File: src/dqpc_pkg.sv
// Package for the dual quaternion pose composer.
// Holds the beat payload types, the Q16.16 constants and the Hamilton product term table.
// No dependencies.
package dqpc_pkg;

    localparam int unsigned COMP_W = 32;
    localparam int unsigned FRAC_W = 16;
    localparam int unsigned PROD_W = 2 * COMP_W;
    localparam int unsigned SUM_W  = PROD_W + 2;
    localparam int unsigned ACC_W  = PROD_W + 3;
    localparam int unsigned NUM_Q  = 4;
    localparam int unsigned IDX_W  = 2;

    localparam logic signed [COMP_W-1:0] ONE_Q16 = 32'sh0001_0000;
    localparam logic signed [COMP_W-1:0] Q_MAX   = 32'sh7FFF_FFFF;
    localparam logic signed [COMP_W-1:0] Q_MIN   = 32'sh8000_0000;

    localparam logic KIND_LOAD    = 1'b0;
    localparam logic KIND_COMPOSE = 1'b1;

    // Hamilton product: component c = sum over t of +/- a[QT_L] * b[QT_R]
    localparam logic [IDX_W-1:0] QT_L [NUM_Q][NUM_Q] = '{
        '{2'd0, 2'd3, 2'd1, 2'd2},
        '{2'd1, 2'd3, 2'd2, 2'd0},
        '{2'd2, 2'd3, 2'd0, 2'd1},
        '{2'd3, 2'd0, 2'd1, 2'd2}
    };
    localparam logic [IDX_W-1:0] QT_R [NUM_Q][NUM_Q] = '{
        '{2'd3, 2'd0, 2'd2, 2'd1},
        '{2'd3, 2'd1, 2'd0, 2'd2},
        '{2'd3, 2'd2, 2'd1, 2'd0},
        '{2'd3, 2'd0, 2'd1, 2'd2}
    };
    localparam logic QT_NEG [NUM_Q][NUM_Q] = '{
        '{1'b0, 1'b0, 1'b0, 1'b1},
        '{1'b0, 1'b0, 1'b0, 1'b1},
        '{1'b0, 1'b0, 1'b0, 1'b1},
        '{1'b0, 1'b1, 1'b1, 1'b1}
    };

    typedef logic signed [COMP_W-1:0] t_comp;
    typedef logic signed [SUM_W-1:0]  t_sum;
    typedef logic signed [ACC_W-1:0]  t_acc;

    typedef struct packed {
        logic                     kind;
        logic signed [COMP_W-1:0] in_real_x;
        logic signed [COMP_W-1:0] in_real_y;
        logic signed [COMP_W-1:0] in_real_z;
        logic signed [COMP_W-1:0] in_real_w;
        logic signed [COMP_W-1:0] in_dual_x;
        logic signed [COMP_W-1:0] in_dual_y;
        logic signed [COMP_W-1:0] in_dual_z;
        logic signed [COMP_W-1:0] in_dual_w;
    } t_in;

    typedef struct packed {
        logic signed [COMP_W-1:0] out_real_x;
        logic signed [COMP_W-1:0] out_real_y;
        logic signed [COMP_W-1:0] out_real_z;
        logic signed [COMP_W-1:0] out_real_w;
        logic signed [COMP_W-1:0] out_dual_x;
        logic signed [COMP_W-1:0] out_dual_y;
        logic signed [COMP_W-1:0] out_dual_z;
        logic signed [COMP_W-1:0] out_dual_w;
        logic                     saturated;
    } t_out;

endpackage

File: src/dqpc_sat.sv
// Floor shift of a Q35.32 sum down to Q16.16 with saturation to 32 bits.
// Depends on dqpc_pkg.
module dqpc_sat
    import dqpc_pkg::*;
(
    input  t_acc  i_acc,
    output t_comp o_val,
    output logic  o_sat
);

    logic [ACC_W-COMP_W-FRAC_W:0] top_bits;
    logic                         fits;

    assign top_bits = i_acc[ACC_W-1:COMP_W+FRAC_W-1];
    assign fits     = (&top_bits) || !(|top_bits);
    assign o_sat    = !fits;

    always_comb begin
        if (fits) begin
            o_val = i_acc[COMP_W+FRAC_W-1:FRAC_W];
        end else if (i_acc[ACC_W-1]) begin
            o_val = Q_MIN;
        end else begin
            o_val = Q_MAX;
        end
    end

endmodule

File: config.mk
export PLATFORM = sky130hd
export DESIGN_NAME = dqpc_sat
export DESIGN_NICKNAME = d
export VERILOG_FILES = /design/src/dqpc_pkg.sv /design/src/dqpc_sat.sv
export SDC_FILE = /design/constraint.sdc
export NUM_CORES = 1
export LEC_CHECK = 0
export ABC_AREA = 1
export BUFFER_PORTS_ARGS = -buffer_cell sky130_fd_sc_hd__buf_2
export CAP_MARGIN = 40
export CELL_PAD_IN_SITES_DETAIL_PLACEMENT = 0
export CELL_PAD_IN_SITES_GLOBAL_PLACEMENT = 1
export CORE_ASPECT_RATIO = 0.7
export CORE_MARGIN = 2
export CORE_UTILIZATION = 12
export DETAILED_ROUTE_END_ITERATION = 7
export PLACE_DENSITY = 0.85
export SYNTH_ARGS = -nofsm -noshare
export SYNTH_HDL_FRONTEND = slang
export SYNTH_SLANG_ARGS = --single-unit
File: constraint.sdc
create_clock -name vclk -period 0.8
set_input_delay 0.04 -clock vclk [all_inputs]
set_output_delay 0.04 -clock vclk [all_outputs]
set_load 0.01 [all_outputs]
# After elaboration in Yosys (flattened, before gate mapping)

Cells that the tools add are included.

Bits in registers: 0
Bits of input ports: 67
Output and inout bits: 33

Muxes and demuxes: 2
Reductions and logical operators: 5

Operators by type and width:

| operator           | number |
|---|---|
| $mux W32           | 2 |
| $reduce_and A20 Y1 | 1 |
| $reduce_or A20 Y1  | 1 |
| $logic_not A1 Y1   | 2 |
| $logic_or A1 B1 Y1 | 1 |

# Logic depth before layout (Yosys ltp)

Depth after elaboration: 4
Depth in mapped cells: 9
Gate-level depth less buffers: 8

# Least setup slack after synthesis

No wires, ideal clock.

Kind: input -> output
Start point: input i_acc[59]
End point: output o_val[1]
Arrival time: 0.768 ns
Required time: 0.760 ns
Path slack: -0.008 ns
Cell stages on the path: 8
Path through: nor2_1 > nand2_1 > nor2_2 > nand3_2 > nand2_4 > buf_6 > nand2_1 > nand2_1

Longest elaborated chain between the ends: 4

RTL lines:

| item                   | line           | RTL |
|---|---|---|
| start: declaration     | dqpc_sat.sv:6  | `input t_acc i_acc,` |
| $reduce_or A20 Y1      | dqpc_sat.sv:15 | `assign fits = (&top_bits) \|\| !(\|top_bits);` |
| $logic_not A1 Y1       | dqpc_sat.sv:15 |  |
| $logic_or A1 B1 Y1 (*) | dqpc_sat.sv:15 |  |
| $mux W32 (*)           | dqpc_sat.sv:19 | `if (fits) begin` |
| end: declaration       | dqpc_sat.sv:7  | `output t_comp o_val,` |

Every way passes the cells marked *; elsewhere a longest branch is shown, timed or not.

# Worst setup path in the final report

Start point: input i_acc[55]
End point: output o_val[1]

The elaborated chain is that of the path after synthesis.

==> flow_metrics.tcl <==
set metrics [dict create \
    portBuffers 84 \
    critical_path_required_ns 0.76 \
    finalPower_mw 0.541 \
    clock_buffers 0 \
    core_mm2 0.00387 \
    worst_path_max_delay_cell "sky130_fd_sc_hd__clkbuf_16" \
    wl_per_cell_um 10.0 \
    globalRouteOverflowTotal 0 \
    register_cell_area_after_layout_um2 0 \
    crit_path_cell_trace "buf_8, nand2_4, nor2_2, nand2_1, nor2_2, nand2_2, nand3_4, clkbuf_16, nand2_2, buf_6" \
    area_delta_synth_final_pct 195 \
    worst_slew_margin_rel_pct 89.4 \
    floorplan.die.width_um 79.6 \
    ant_nets 0 \
    timing.critical_path.fanout_max 5 \
    cp_max_stage_delay_ns 0.19 \
    synth_seq_area_share_pct 0 \
    timing.final.max_slew_violations 0 \
    violated_checks "negative setup slack" \
    p_per_area_mw_per_mm2 381 \
    min_period_over_period_pct 140 \
    final_layout_size_suffix_gt1_share_pct 74.2 \
    syn-num-nets 171 \
    timing.final.hold_violations 0 \
    drc 0 \
    holdCritPathClass "primary input to primary output" \
    yosys.area.top_type_share_pct 53.1 \
    mappedNetlistArea_um2 480 \
    place.detailed.hpwl_um 1500 \
    timing.hold.worst_path_depth 2 \
    whs_ns 0.290 \
    synth_warnings 0 \
    routed_wirelength_um 2420 \
    max-cap-violations 0 \
    synth_area_per_cell_um2 4.62 \
    hold_end "o_val[31]" \
    antenna_cells 0 \
    n_sequential_cell 0 \
    main_area_contributors_after_synthesis "sky130_fd_sc_hd__nand2_1 53%, sky130_fd_sc_hd__buf_6 14%, sky130_fd_sc_hd__nor2_1 11%" \
    drt_iter0_markers 10 \
    global_route.usage.met3_pct 0.633 \
    synthesis.instances 104 \
    worstSetupStartpointType "primary input" \
    post-synth-top-area-cell "sky130_fd_sc_hd__nand2_1" \
    final-setup-viol-count 32 \
    synth_cell_types 11 \
    max_freq_ghz 0.890 \
    routability_driven_placement_congestion_ratio 0.680 \
    hp-start "i_acc[66]" \
    p_leak_nw 0.707 \
    floorplan.initialDensity_pct 12.4 \
    gr-usage-met2_pct 14.9 \
    grt_pass1_wl_um 3090 \
    globalRouteTotalUtil_pct 7.83 \
    postCtsSetupRepairBufs 0 \
    dr.pass1.iters 4 \
    worst-setup-path-type "primary input to primary output" \
    finalWorstSetupSlack_ns -0.323 \
    boundaryPins 100 \
    vias_per_cell 3.84 \
    grt_antenna_before_repair 0 \
    rsz_0062_raised_after_global_routing "yes" \
    final_net_count 259 \
    arrival_ns 1.08 \
    die_span_y_um 56.9 \
    max_slew.worst_pin.slew_ns 0.159 \
    run_status "complete, but fails checks" \
    most_congested_layer_reported_by_global_routing "met2" \
    irDropWorstVdd_mv 0.159 \
    global_route.usage.met1_pct 10.3 \
    floorplan.rows 19 \
    grt_max_degree 19 \
    vias_in_the_first_global_route 731 \
    design.die.area_mm2 0.00453 \
    num_vias 930 \
    final_period_minus_worst_setup_slack_ns 1.12 \
    worstSetupEndpointType "primary output" \
]
-- worst max path at each step --
stage,start,endpoint,slack (ns),cells after the start
global route,i_acc[49],o_val[18],-0.39,10
detailed placement,i_acc[51],o_val[11],-0.33,9
finish,i_acc[55],o_val[1],-0.32,10
global placement,i_acc[66],o_val[17],-0.30,10
CTS,i_acc[51],o_val[11],-0.29,10
floorplan,i_acc[59],o_val[1],-0.008,8
-- cells by family (layout without fill, tap and decap cells) --
family                 after synthesis  after routing  share of synthesized area [%]
buffers and inverters                9             95                           16.4
AND/OR/NAND/NOR                     95             95                           83.6
-- cell type report --
| cell class | instances | area (µm²) |
|---|---|---|
| Fill cell | 408 | 2460 |
| Multi-Input combinational cell | 95 | 586 |
| Tap cell | 52 | 65.1 |
| Inverter | 2 | 7.51 |
| Timing Repair Buffer | 93 | 761 |
-- worst max-delay path: cells and delay by family --
family / cells / cell delay, ns
buffers and inverters: 3 / 0.38
AND/OR/NAND/NOR: 7 / 0.67
-- through the flow --
stage          std cells  TNS, ns  setup slack [ns]  utilization [%]  instance area (µm²)
4_1_cts              238    -8.86            -0.289             28.0                 1080
5_1_grt              242   -11.32            -0.386             36.6                 1420
3_3_place_gp         238    -9.04            -0.299             25.7                  997
2_1_floorplan        104  -0.0267          -0.00798                -                  495
6_report             242    -9.37            -0.323             36.6                 1420
3_5_place_dp         238    -9.90            -0.326             25.7                  997
-- layout by cell type, fill, tap and decap left out, drive strengths merged --
master  netlist  final
buf           6     90
nand2        73     73
nor2         16     16
nand4         3      3
clkbuf        1      3
nand3         2      2
inv           2      2
and2          1      1
-- synthesized netlist by cell type --
cell type and number:
sky130_fd_sc_hd__and2_1 1, sky130_fd_sc_hd__buf_6 6, sky130_fd_sc_hd__clkbuf_1 1, sky130_fd_sc_hd__inv_1 2, sky130_fd_sc_hd__nand2_1 68, sky130_fd_sc_hd__nand2_2 4, sky130_fd_sc_hd__nand2_4 1, sky130_fd_sc_hd__nand3_2 2
sky130_fd_sc_hd__nand4_1 3, sky130_fd_sc_hd__nor2_1 14, sky130_fd_sc_hd__nor2_2 2
-- where the power goes --
part,internal (mW),switching [mW]
registers,0,0
logic,0.309,0.232
clock network,0,0
total,0.309,0.232
-- what timing repair did --
item / 4_1_cts / 5_1_grt
cloned: 0 / 4
setup endpoints to repair: 32 / 32
resized for setup: 16 / 61
hold buffers: 0 / 0
pin swaps: 0 / 18
-- layer usage --
| layer | wire (µm) | vias to the layer above |
|---|---|---|
| li1 | - | 493 |
| met1 | 967 | 391 |
| met2 | 1240 | 44 |
| met3 | 183 | 2 |
| met4 | 27 | 0 |
| met5 | 0 | - |
(Power assumes the default switching activity.)
